[config.mk]
export PLATFORM = sky130hd
export DESIGN_NAME = mrb_merge
export DESIGN_NICKNAME = d
export VERILOG_FILES = /design/src/hw/rtl/mrb_pkg.sv /design/src/hw/rtl/mrb_merge.sv
export SDC_FILE = /design/constraint.sdc
export NUM_CORES = 1
export LEC_CHECK = 0
export BUFFER_PORTS_ARGS = -buffer_cell sky130_fd_sc_hd__buf_2
export CAP_MARGIN = 20
export CORE_ASPECT_RATIO = 1.25
export CORE_MARGIN = 1
export CORE_UTILIZATION = 60
export CTS_BUF_LIST = sky130_fd_sc_hd__clkbuf_16
export CTS_CLUSTER_SIZE = 20
export DETAILED_ROUTE_END_ITERATION = 10
export GPL_TIMING_DRIVEN = 0
export PLACE_DENSITY = 0.78
export SYNTH_ARGS = -nofsm -noshare
export SYNTH_HDL_FRONTEND = slang
export SYNTH_SLANG_ARGS = --single-unit
export TNS_END_PERCENT = 10
[constraint.sdc]
create_clock -name clk -period 8.65 [get_ports clk]
set_input_delay 0.4325 -clock clk [delete_from_list [all_inputs] [get_ports clk]]
set_output_delay 0.4325 -clock clk [all_outputs]
set_load 0.02 [all_outputs]
[src/hw/rtl/mrb_pkg.sv]
// ----------------------------------------------------------------------------
// mrb_pkg
// Shared types and constants of the modal resonator biquad bank.
// ----------------------------------------------------------------------------
package mrb_pkg;

    localparam int FRAC_BITS = 20;
    localparam int YW        = 24;   // partial output, Q4.20 clamped to +/-4
    localparam int ADDR_BITS = 8;
    localparam int OUT_BITS  = 30;
    localparam int MODE_BITS = 2;
    localparam int CFG_BITS  = 23;

    typedef enum logic [MODE_BITS-1:0] {
        MODE_SAMPLE   = 2'd0,
        MODE_COEF     = 2'd1,
        MODE_ACTIVATE = 2'd2,
        MODE_UNUSED   = 2'd3
    } mode_t;

    localparam logic [1:0] CFG_PARTIAL_COUNT  = 2'd0;
    localparam logic [1:0] CFG_SILENCE_LIMIT  = 2'd1;
    localparam logic [1:0] CFG_SILENCE_THRESH = 2'd2;

    localparam logic signed [65:0] FWD_LIM   = 66'sh2000000000000000;
    localparam logic signed [65:0] ROUND_ADD = 66'sd524288;
    localparam logic signed [65:0] Y_LIM     = 66'sd4194304;
    localparam logic signed [35:0] OUT_LIM   = 36'sd268435456;

    typedef struct packed {
        logic                 rd;
        logic                 mul0;
        logic                 add0;
        logic                 mul1;
        logic                 add1;
        logic                 wr;
        logic                 clr_one;
        logic                 clr_all;
        logic [ADDR_BITS-1:0] addr;
        logic [ADDR_BITS-1:0] clr_addr;
    } lane_ctl_t;

    typedef struct packed {
        logic clr;
        logic add;
        logic fin;
    } merge_ctl_t;

endpackage

[src/hw/rtl/mrb_merge.sv]
// ----------------------------------------------------------------------------
// mrb_merge
// Sums the lane outputs over the partials in use, saturates and tests for silence.
// ----------------------------------------------------------------------------
module mrb_merge import mrb_pkg::*; #(
    parameter int PARTIALS    = 64,
    parameter int SAMPLE_BITS = 24
) (
    input  logic                          clk,
    input  logic                          rst_n,
    input  merge_ctl_t                    ctl,
    input  logic signed [YW-1:0]          y_l0,
    input  logic signed [YW-1:0]          y_r0,
    input  logic signed [YW-1:0]          y_l1,
    input  logic signed [YW-1:0]          y_r1,
    input  logic signed [SAMPLE_BITS-1:0] x_l0,
    input  logic signed [SAMPLE_BITS-1:0] x_r0,
    input  logic signed [SAMPLE_BITS-1:0] x_l1,
    input  logic signed [SAMPLE_BITS-1:0] x_r1,
    input  logic [CFG_BITS-1:0]           threshold,
    output logic signed [OUT_BITS-1:0]    out_l0,
    output logic signed [OUT_BITS-1:0]    out_r0,
    output logic signed [OUT_BITS-1:0]    out_l1,
    output logic signed [OUT_BITS-1:0]    out_r1,
    output logic                          loud
);

    localparam int SUMW = YW + $clog2(PARTIALS + 1) + 8;
    localparam int LW   = 36;

    logic signed [SUMW-1:0]     sum_reg [4];
    logic signed [YW-1:0]       y_in    [4];
    logic signed [SAMPLE_BITS-1:0] x_in [4];
    logic signed [LW-1:0]       sat     [4];
    logic [3:0]                 hot;
    logic signed [OUT_BITS-1:0] out_reg [4];
    logic                       loud_reg;

    assign y_in[0] = y_l0;
    assign y_in[1] = y_r0;
    assign y_in[2] = y_l1;
    assign y_in[3] = y_r1;
    assign x_in[0] = x_l0;
    assign x_in[1] = x_r0;
    assign x_in[2] = x_l1;
    assign x_in[3] = x_r1;

    always_comb
    begin
        for (int i = 0; i < 4; i++)
        begin
            logic signed [LW-1:0] s;
            logic signed [LW-1:0] ax;
            s = LW'(sum_reg[i]);
            if (s > OUT_LIM)
            begin
                s = OUT_LIM;
            end
            else if (s < -OUT_LIM)
            begin
                s = -OUT_LIM;
            end
            sat[i] = s;
            ax = LW'(x_in[i]);
            if (ax < 0)
            begin
                ax = -ax;
            end
            if (s < 0)
            begin
                s = -s;
            end
            hot[i] = (s + ax) > $signed(LW'(threshold));
        end
    end

    always_ff @(posedge clk or negedge rst_n)
    begin
        if (!rst_n)
        begin
            loud_reg <= 1'b0;
        end
        else if (ctl.fin)
        begin
            loud_reg <= |hot;
        end
    end

    always_ff @(posedge clk)
    begin
        for (int i = 0; i < 4; i++)
        begin
            if (ctl.clr)
            begin
                sum_reg[i] <= '0;
            end
            else if (ctl.add)
            begin
                sum_reg[i] <= sum_reg[i] + SUMW'(y_in[i]);
            end
            if (ctl.fin)
            begin
                out_reg[i] <= OUT_BITS'(sat[i]);
            end
        end
    end

    assign out_l0 = out_reg[0];
    assign out_r0 = out_reg[1];
    assign out_l1 = out_reg[2];
    assign out_r1 = out_reg[3];
    assign loud   = loud_reg;

endmodule

==> results by group <==
Synthesis
  • Mapped cell area: 31800 um^2
  • Adder-cell area share of the yosys netlist: 15.6%
  • Top_reg_cell synth: edfxtp_1
  • Count of state elements after synthesis: 265
  • Largest family of logic cells by synthesized area: compound AO/OA/AOI/OAI gates
  • Yosys top cell area share: 25.0%
  • Largest cells by area after synthesis: edfxtp_1, ha_1, xnor2_1
  • Sequential area share after synthesis: 25.0%
  • Count leader, synth: nor2_1
  • Post-synth EDFFs: 264
  • Library cells used by synthesis: 88
  • Area leader, netlist: edfxtp_1
  • Post-synthesis compound-gate area fraction: 23.7%
  • Synthesis Warnings: 0
  • XOR/XNOR Fraction of Synth Area: 10.0%
  • Simple-gate share of the synthesized area: 22.2%
  • Async set-reset flop share out of synthesis: 0.377%
  • Top post-synthesis cells by count: nor2_1, ha_1, a21oi_1
  • Post-synthesis mux area share: 0.347%
  • Post-synthesis cell count: 3886
  • Syn avg cell area: 8.17 um^2

Floorplan
  • I/O pin count: 341
  • Row Count: 93
  • Core area: 51900 um^2
  • Starting density of the core: 61.2%
  • Die footprint: 53800 um^2
  • Die X: 208 um
  • Die H: 259 um

Clocking
  • Clk buf depth: 3
  • Clock Sinks: 265
  • Clock Tree Root: clkbuf_16
  • CTS clock-pin slew for the worst setup and hold paths: 70 ps
  • Worst-skew pair later-pin latency: 600 ps
  • CTS tree: yes
  • H-tree depth: 1
  • TritonCTS buffer count: 31

Critical path
  • Worst-path fanout max: 10
  • Startpoint types: flip-flop
  • CP bufs+invs: 2
  • CP arrival: 8930 ps
  • Top delay family on crit path: compound AO/OA/AOI/OAI gates
  • CP peak stage delay: 560 ps
  • Most used cell, CP: ha_1
  • Critical path capture point type: flip-flop
  • CP max-delay cell: or4_4
  • Critical path type: flip-flop to flip-flop
  • Critical path data required time: 9080 ps

Place
  • Dpl hpwl: 81600 um
  • Placed insts: 4943
  • I/O Buffers: 340
  • Routability Congestion: 0.957

STA
  • Clk_skew: 16.7 ps
  • Final setup viols: 0
  • Worst slew pin tran: 1170 ps
  • Slew HR: 21.8%
  • Setup_tns: 0 ps
  • Crit path time final: 8490 ps
  • Pins Over Slew Limit: 0
  • Period utilisation layout: 98.2%
  • Fmax: 0.118 GHz
  • Hold Vio Cnt, Final: 0

Detailed routing
  • WL/cell: 20.4 um
  • Post-Route WL: 103000 um
  • DRT antenna net count: 0
  • Vias per std cell: 6.32
  • Initial DRC Count: 2356
  • DRC Markers: 0
  • Via count: 31.9k
  • Total iterations of the first detailed-routing run: 5

Run status
  • Status: finished clean

Layout
  • Fill cells: 4442
  • Share of cells above drive strength 1: 12.6%
  • Util after Layout: 69.8%
  • Nets@finish: 4956
  • Cell Count, Final, Fillers Out: 5043
  • Area Overhead vs Synth: 14.1%
  • Max reg flops: 144

Global route
  • Total GRT Usage: 36.6%
  • Overflow after GRT: 0
  • Largest net degree at the start of global routing: 66
  • First-pass GRT wire length: 156000 um
  • Initial antenna violation count: 11
  • Vias in the first global route: 29.8k

Power and ir drop
  • Worst ir drop on vdd: 0.000150 V
  • Pwr Total: 6.58 mW
  • Leak pwr: 16.3 nW
  • Pwr per Cell Area: 182 nW/um^2

Run
  • Max_cap viols: 0

Min path
  • Hold Path Class: input pin to async pin
final timing paths:
| path | from | slack (ps) | endpoint | cells after the start |
|---|---|---|---|---|
| worst max-delay path | sum_reg[2][9] | 160 | loud | 32 |
| worst min-delay path | rst_n | 150 | loud | 2 |
| min in group clk | y_r1[0] | 260 | sum_reg[3][0] | 3 |
| worst min register to register | sum_reg[0][11] | 670 | out_reg[0][11] | 1 |
| max in group asynchronous | rst_n | 8410 | loud | 2 |
| worst max register to register | sum_reg[2][9] | 160 | loud | 32 |
what timing repair did:
item,CTS,global route
pin swaps,5,18
gates resized for setup,35,39
endpoints found under the setup margin,1,1
setup buffers,6,29
cloned,0,0
hold endpoints to repair,1,0
hold buffers,1,0
kinds of logic (layout without fill, tap and decap cells):
logic type | Yosys count | after routing
and+or+nand+nor | 1427 | 1427
xor gates and xnor gates | 363 | 363
buffers and inverters | 257 | 696
other | 1 | 54
adders and majority gates | 392 | 392
DFF | 265 | 265
AOI/OAI and AO/OA | 1170 | 1170
muxes | 11 | 11
cell type report:
class,instances,area [um^2],area share (%)
Clock buffer,31,776,2.14
Inverter,154,578,1.60
Sequential cell,265,7950,21.9
Buffer,100,418,1.15
Antenna cell,10,25.0,0.0691
Timing Repair Buffer,385,2150,5.93
Multi-Input combinational cell,3407,23200,64.0
Clock inverter,26,298,0.822
Tap cell,665,832,2.30
stage by stage:
| stage | cell area (um^2) | hold slack, ps | setup WS [ps] |
|---|---|---|---|
| global route | 36200 | 155 | -135 |
| CTS | 35900 | 132 | 15.1 |
| floorplan | 31900 | 137 | 1030 |
| detailed placement | 34600 | 212 | -1420 |
| global placement | 34400 | 209 | -1420 |
| finish | 36200 | 149 | 159 |
per-layer routing:
metal,track usage (%),routed length [um],up-vias
li1,-,-,15371
met1,43.5,40300,14977
met2,65.0,49900,1228
met3,3.46,6850,288
met4,21.0,6050,2
met5,0,14,-
cell usage in the layout (no fill, tap or decap), types with 33 or more instances in the layout:
| cell | instances |
|---|---|
| nor2_1 | 440 |
| ha_1 | 381 |
| buf_2 | 343 |
| a21oi_1 | 324 |
| nand2_1 | 282 |
| edfxtp_1 | 264 |
| xnor2_1 | 228 |
| o21ai_0 | 223 |
| inv_1 | 158 |
| a21o_1 | 156 |
| xor2_1 | 133 |
| and2_1 | 114 |
| nor3_1 | 111 |
| clkbuf_1 | 84 |
| nand3_1 | 74 |
| nand2b_1 | 66 |
| nand4_1 | 61 |
| o21a_1 | 53 |
| o31ai_1 | 52 |
| nor4_1 | 44 |
| nor2b_1 | 44 |
| conb_1 | 44 |
| a211oi_1 | 41 |
| a31oi_1 | 39 |
| o21bai_1 | 38 |
| buf_4 | 36 |
| or3_1 | 35 |
| o22ai_1 | 33 |
power by group:
part           total [mW]  switching [mW]  internal (mW)
Combinational        3.42            2.04           1.38
Clock                1.42           0.588          0.833
Sequential           1.74           0.163           1.58
Total                6.58            2.79           3.79
worst register-to-register path, delay by kind of cell, from the launching register on:
kind	cells	cell delay (ps)
AO/OA/AOI/OAI	18	4080
AND/OR/NAND/NOR	8	2030
adder cells (fa/ha/maj)	3	1040
flip-flops	1	480
buffers and inverters	2	470
XOR/XNOR	1	230
Power figures use the tool's default switching activity.
